<file path="config.mk">
export PLATFORM = sky130hd
export DESIGN_NAME = bpa_ctrl
export DESIGN_NICKNAME = d
export VERILOG_FILES = /design/src/sv/bpa_pkg.sv /design/src/sv/bpa_ctrl.sv
export SDC_FILE = /design/constraint.sdc
export NUM_CORES = 1
export LEC_CHECK = 0
export BUFFER_PORTS_ARGS = -buffer_cell sky130_fd_sc_hd__buf_2
export CORE_AREA = 3 3 40 42
export CTS_CLUSTER_SIZE = 28
export DETAILED_ROUTE_END_ITERATION = 10
export DIE_AREA = 0 0 43 45
export HOLD_SLACK_MARGIN = 0.05
export PLACE_DENSITY = 0.59
export REMOVE_ABC_BUFFERS = 1
export SYNTH_ARGS = -nofsm -noshare
export SYNTH_HDL_FRONTEND = slang
export SYNTH_SLANG_ARGS = --single-unit
</file>
<file path="constraint.sdc">
create_clock -name clk_i -period 4.6 [get_ports clk_i]
set_input_delay 1.15 -clock clk_i [delete_from_list [all_inputs] [get_ports clk_i]]
set_output_delay 1.15 -clock clk_i [all_outputs]
set_load 0.02 [all_outputs]
</file>
<file path="src/sv/bpa_pkg.sv">
package bpa_pkg;

  localparam int ADDR_W    = 64;
  localparam int CNT_W     = 18;
  localparam int SIZE_W    = 40;
  localparam int OP_W      = 3;
  localparam int REF_W     = 16;
  localparam int CFG_IDX_W = 1;

  localparam logic [OP_W-1:0] OP_ALLOC     = 3'd0;
  localparam logic [OP_W-1:0] OP_RETAIN    = 3'd1;
  localparam logic [OP_W-1:0] OP_RELEASE   = 3'd2;
  localparam logic [OP_W-1:0] OP_REL_RUN   = 3'd3;
  localparam logic [OP_W-1:0] OP_MARK_FREE = 3'd4;
  localparam logic [OP_W-1:0] OP_RESERVE   = 3'd5;

  localparam logic [REF_W-1:0] REF_LIMIT = 16'hFFFF;

  localparam logic [CFG_IDX_W-1:0] REG_PHYS_BASE = 1'b0;
  localparam logic [CFG_IDX_W-1:0] REG_MAX_PAGES = 1'b1;

  typedef enum logic [3:0] {
    STEP_NONE,
    STEP_CLR,
    STEP_S1,
    STEP_S2,
    STEP_S3,
    STEP_S4,
    STEP_S5,
    STEP_RD,
    STEP_WR,
    STEP_ADDR,
    STEP_FILL
  } step_e;

  typedef struct packed {
    logic  load;
    step_e step;
    logic  emit;
  } cmd_t;

  typedef struct packed {
    logic clr_last;
    logic stop;
    logic loop_end;
    logic found;
    logic fill_last;
    logic out_busy;
    logic is_alloc;
    logic is_walk;
  } sts_t;

endpackage

</file>
<file path="src/sv/bpa_ctrl.sv">
module bpa_ctrl import bpa_pkg::*; (
  input  logic clk_i,
  input  logic rst_ni,
  input  logic in_valid_i,
  input  sts_t sts_i,
  output logic in_stall_o,
  output cmd_t cmd_o
);

  localparam logic [3:0] ST_CLR  = 4'd0;
  localparam logic [3:0] ST_IDLE = 4'd1;
  localparam logic [3:0] ST_S1   = 4'd2;
  localparam logic [3:0] ST_S2   = 4'd3;
  localparam logic [3:0] ST_S3   = 4'd4;
  localparam logic [3:0] ST_S4   = 4'd5;
  localparam logic [3:0] ST_S5   = 4'd6;
  localparam logic [3:0] ST_RD   = 4'd7;
  localparam logic [3:0] ST_WR   = 4'd8;
  localparam logic [3:0] ST_ADDR = 4'd9;
  localparam logic [3:0] ST_FILL = 4'd10;
  localparam logic [3:0] ST_DONE = 4'd11;

  logic [3:0] state_q, state_d;

  always_comb begin
    state_d    = state_q;
    in_stall_o = 1'b1;
    cmd_o      = '{load: 1'b0, step: STEP_NONE, emit: 1'b0};
    case (state_q)
      ST_CLR: begin
        cmd_o.step = STEP_CLR;
        if (sts_i.clr_last) state_d = ST_IDLE;
      end
      ST_IDLE: begin
        in_stall_o = 1'b0;
        cmd_o.load = in_valid_i;
        if (in_valid_i) state_d = ST_S1;
      end
      ST_S1: begin
        cmd_o.step = STEP_S1;
        if (sts_i.stop) state_d = ST_DONE;
        else if (sts_i.is_alloc) state_d = ST_RD;
        else state_d = ST_S2;
      end
      ST_S2: begin
        cmd_o.step = STEP_S2;
        if (sts_i.stop) state_d = ST_DONE;
        else if (sts_i.is_walk) state_d = ST_S3;
        else state_d = ST_RD;
      end
      ST_S3: begin
        cmd_o.step = STEP_S3;
        state_d = sts_i.stop ? ST_DONE : ST_S4;
      end
      ST_S4: begin
        cmd_o.step = STEP_S4;
        state_d = sts_i.stop ? ST_DONE : ST_S5;
      end
      ST_S5: begin
        cmd_o.step = STEP_S5;
        state_d = sts_i.stop ? ST_DONE : ST_RD;
      end
      ST_RD: begin
        if (sts_i.loop_end) begin
          state_d = ST_DONE;
        end else begin
          cmd_o.step = STEP_RD;
          state_d = ST_WR;
        end
      end
      ST_WR: begin
        cmd_o.step = STEP_WR;
        state_d = sts_i.found ? ST_ADDR : ST_RD;
      end
      ST_ADDR: begin
        cmd_o.step = STEP_ADDR;
        state_d = ST_FILL;
      end
      ST_FILL: begin
        cmd_o.step = STEP_FILL;
        if (sts_i.fill_last) state_d = ST_DONE;
      end
      ST_DONE: begin
        if (!sts_i.out_busy) begin
          cmd_o.emit = 1'b1;
          state_d = ST_IDLE;
        end
      end
      default: state_d = ST_IDLE;
    endcase
  end

  always_ff @(posedge clk_i or negedge rst_ni) begin
    if (!rst_ni) begin
      state_q <= ST_CLR;
    end else begin
      state_q <= state_d;
    end
  end

endmodule

</file>
# ---- Yosys cells after proc, flatten, opt, wreduce, memory -nomap -nowiden
# Cells that the tools add are included.
# W data, S select, Z words.
dict set report op_classes {
  reduce_logical 2
  n_bitwise 0
  eq_ne 15
  shifts 0
  n_mul 0
  addsub 0
  div_mod_pow 0
  magnitude_cmp 0
  muxes 20
}
# op n
set ops {}
lappend ops {{$pmux W4 S12} 1}
lappend ops {{$mux W4} 10}
lappend ops {{$pmux W4 S10} 1}
lappend ops {{$eq A4 B3 Y1 const B} 4}
lappend ops {{$eq A4 B4 Y1 const B} 4}
lappend ops {{$eq A4 B2 Y1 const B} 2}
lappend ops {{$ne A2 B2 Y1 const B} 4}
lappend ops {{$mux W3} 2}
lappend ops {{$eq A4 B1 Y1 const B} 1}
lappend ops {{$logic_not A4 Y1} 1}
lappend ops {{$mux W1} 4}
lappend ops {{$mux W2} 2}
lappend ops {{$reduce_and A4 Y1} 1}
dict set report word_totals {
  mem_bits_ro 0
  memories 0
  word_cells 38
  latch_bits 0
  output_inout_bits 7
  in_bits 11
  ram_bits 0
  regBits 4
}

# ---- Depth between registers and ports, before layout
dict set report depth {
  depth_word 3
  ltp_mapped 6
  depth_no_buf 4
}

# ---- Least setup slack after synthesis
# Ideal clock, no wire load.
dict set report synth_path {
  kind {input to output}
  startpoint {in sts_i[5] in the netlist's numbering}
  endpoint {out cmd_o[3] in the netlist's numbering}
  stages 1
  path_slack_ns 1.688
  arrival_ns 1.762
  required_ns 3.450
  path_buffers 0
  cell_sequence {a311oi_1}
}
dict set report synth_via {
  elab_chain_cells 2
}
# item line_no
set synth_lines {}
lappend synth_lines {{start, declared} bpa_ctrl.sv:5} ;# input sts_t sts_i,
lappend synth_lines {{$mux W3} bpa_ctrl.sv:64} ;# if (sts_i.loop_end) begin
lappend synth_lines {{$pmux W4 S10} bpa_ctrl.sv:29} ;# case (state_q)
lappend synth_lines {{end, declared} bpa_ctrl.sv:7} ;# output cmd_t cmd_o
# Every way passes these cells.

==> impl_metrics.yaml <==
setup_path:
  cp.arrival_ns: 1.91
  end_kind: "primary output"
  rr_startpoint: "state_q[1]"
  setup.worst_path.start_class: "primary input"
  required_ns: 3.45
  critPathMaxFanout: 3
  critPathKind: "in -> out"
  cp-startpoint: "sts_i[5]"
power:
  irDropWorstVdd_uv: 244
  power_density_nw_per_um2: 754
  p_leak_uw: 0.000246
  design_power_total_uw: 412
clock_tree:
  cts_tree: "done"
  clk-insertion-delay-late_ns: 0.24
  htreeDepth: 1
  cts_resized: 0
  postCtsHoldBufs: 0
  cts_root_buffer: "clkbuf_4"
  cts-buffers-inserted: 3
  clk_pin_slew_ns: 0.04
  post_cts_buffers: 0
  cts.sink_count: 4
  clk_path_buf_depth: 2
sta:
  skew_ns: 0.00359
  drv_slew: 0
  slew-limit-headroom_pct: 62.6
  whs_ns: 0.707
  min_period_over_period_pct: 66.6
  setup-tns-final_ns: 0
  setup_violations: 0
  period_minus_slack_ns: 3.06
  setup_slack_ns: 1.54
  rsz0062_at_grt: "no"
  tightestPinTransition_ns: 0.560
  fmax_ghz: 0.326
  hold_viol_final: 0
yosys:
  ys_ff_latch: 4
  syn-cell-area_um2: 458
  synth_top_cell_by_area: "dfrtp_1"
  synthTopCellsByCount: "nand2_1, o21ai_0, o21ai_1"
  async_reset_ff_share_pct: 100
  yosysSeqAreaShare_pct: 21.9
  syn_avg_cell_area_um2: 7.05
  ys_types: 29
  synth_area_leaders: "dfrtp_1, nor2b_1, o21ai_0, o21ai_1, nand2_1"
  yosysMostFrequentCell: "nand2_1"
  synth_ff_type: "dfrtp_1"
  synth-edff-count: 0
  ys_warn_count: 0
  synthCells: 65
  netlist.area_leader.share_pct: 21.9
cells_and_area:
  largest_register_ffs: 4
  layout-drive-gt1-share_pct: 28.2
  area_growth_pct: 19.4
  diodes: 0
  fin_nets: 91
  largestRegisters: "state_q: 4 flops"
  regMostFlops: "state_q"
place:
  gp_congestion: 0.757
  pre_cts_ws_ns: 1.54
  portBuffers: 17
  dp_hpwl_um: 812
flow_run:
  maxCapViolCount: 0
floorplanning:
  fp.dieW_um: 43
  num_rows: 13
  start_util_pct: 35.6
  pin_count: 18
  dieArea_um2: 1940
  fp.coreArea_um2: 1280
  die_h_um: 45
route:
  drc: 0
  dr.pass1.iters: 4
  wl_per_cell_um: 12.2
  drt_iter0_drc: 2
  vias: 506
  vias_per_cell: 5.44
  ant_nets: 0
  routed_wl_um: 1130
global_route:
  grt_pass1_wl_um: 1880
  overflow: 0
  antenna_found_initial: 0
  grt_pass1_vias: 459
  grt_usage_pct: 12.7
  grt_max_degree: 21
run_status:
  status: "finished, final reports clean"
min_path:
  worstHoldPathType: "in -> async"
logic make-up (layout without fill, tap and decap cells):
kind of cell	count (synthesis)	count (layout)	synth area share, %
and+or+nand+nor	27	27	31.4
buffers and inverters	8	21	9.01
AOI/OAI and AO/OA	26	26	37.7
DFF	4	4	21.9
metal layers:
metal / track usage (%) / vias to the layer above / routed length [um]
met4: 9.04 / 0 / 15
met2: 22.2 / 13 / 559
li1: - / 269 / -
met5: 0 / - / 0
met3: 1.99 / 2 / 57
met1: 14.1 / 222 / 501
worst paths after layout:
kind | endpoint | slack, ns | cells past startpoint
min in group clk_i | state_q[3] | 0.85 | 2
worst min-delay path | state_q[1] | 0.71 | 1
worst max register to register | state_q[1] | 2.92 | 4
max in group asynchronous | state_q[0] | 3.77 | 1
worst max-delay path | cmd_o[1] | 1.54 | 6
worst min register to register | state_q[3] | 0.85 | 2
critical path: stages:
cell	delay [ns]
buf_2	0.10
nand3_1	0.07
o21ai_1	0.10
o22ai_1	0.09
a22o_1	0.25
buf_2	0.15
power breakdown:
part	total [uW]	switching, uW	internal, uW
Combinational	243	128	114
Sequential	126	74.2	51.7
Clock	43.6	14.5	29.2
layout make-up:
| cell class | instances | area [um^2] |
|---|---|---|
| flip-flops and latches | 4 | 100 |
| repair buffers | 17 | 85.1 |
| clock buffers | 3 | 22.5 |
| inverters | 1 | 3.75 |
| well taps | 15 | 18.8 |
| multi-input cells | 53 | 317 |
| fillers | 148 | 738 |
placed cells by master (no fill, tap or decap), types with 2 or more instances in the layout:
cell type / n
o22ai_1: 2
nand3_1: 3
a21oi_1: 4
and3_1: 2
nand2b_1: 2
nor2b_1: 4
dfrtp_1: 4
nand2_1: 6
buf_2: 17
clkbuf_4: 3
a22oi_1: 2
o21ai_1: 5
o21ai_0: 5
or3_1: 2
nor2_1: 4
per-stage QoR:
step | std cells | area (um^2) | util [%]
6_report | 93 | 547 | 42.6
3_5_place_dp | 90 | 524 | 40.8
2_1_floorplan | 58 | 420 | -
3_3_place_gp | 90 | 524 | 40.8
5_1_grt | 93 | 547 | 42.6
4_1_cts | 93 | 547 | 42.6
Power figures use the tool's default switching activity.
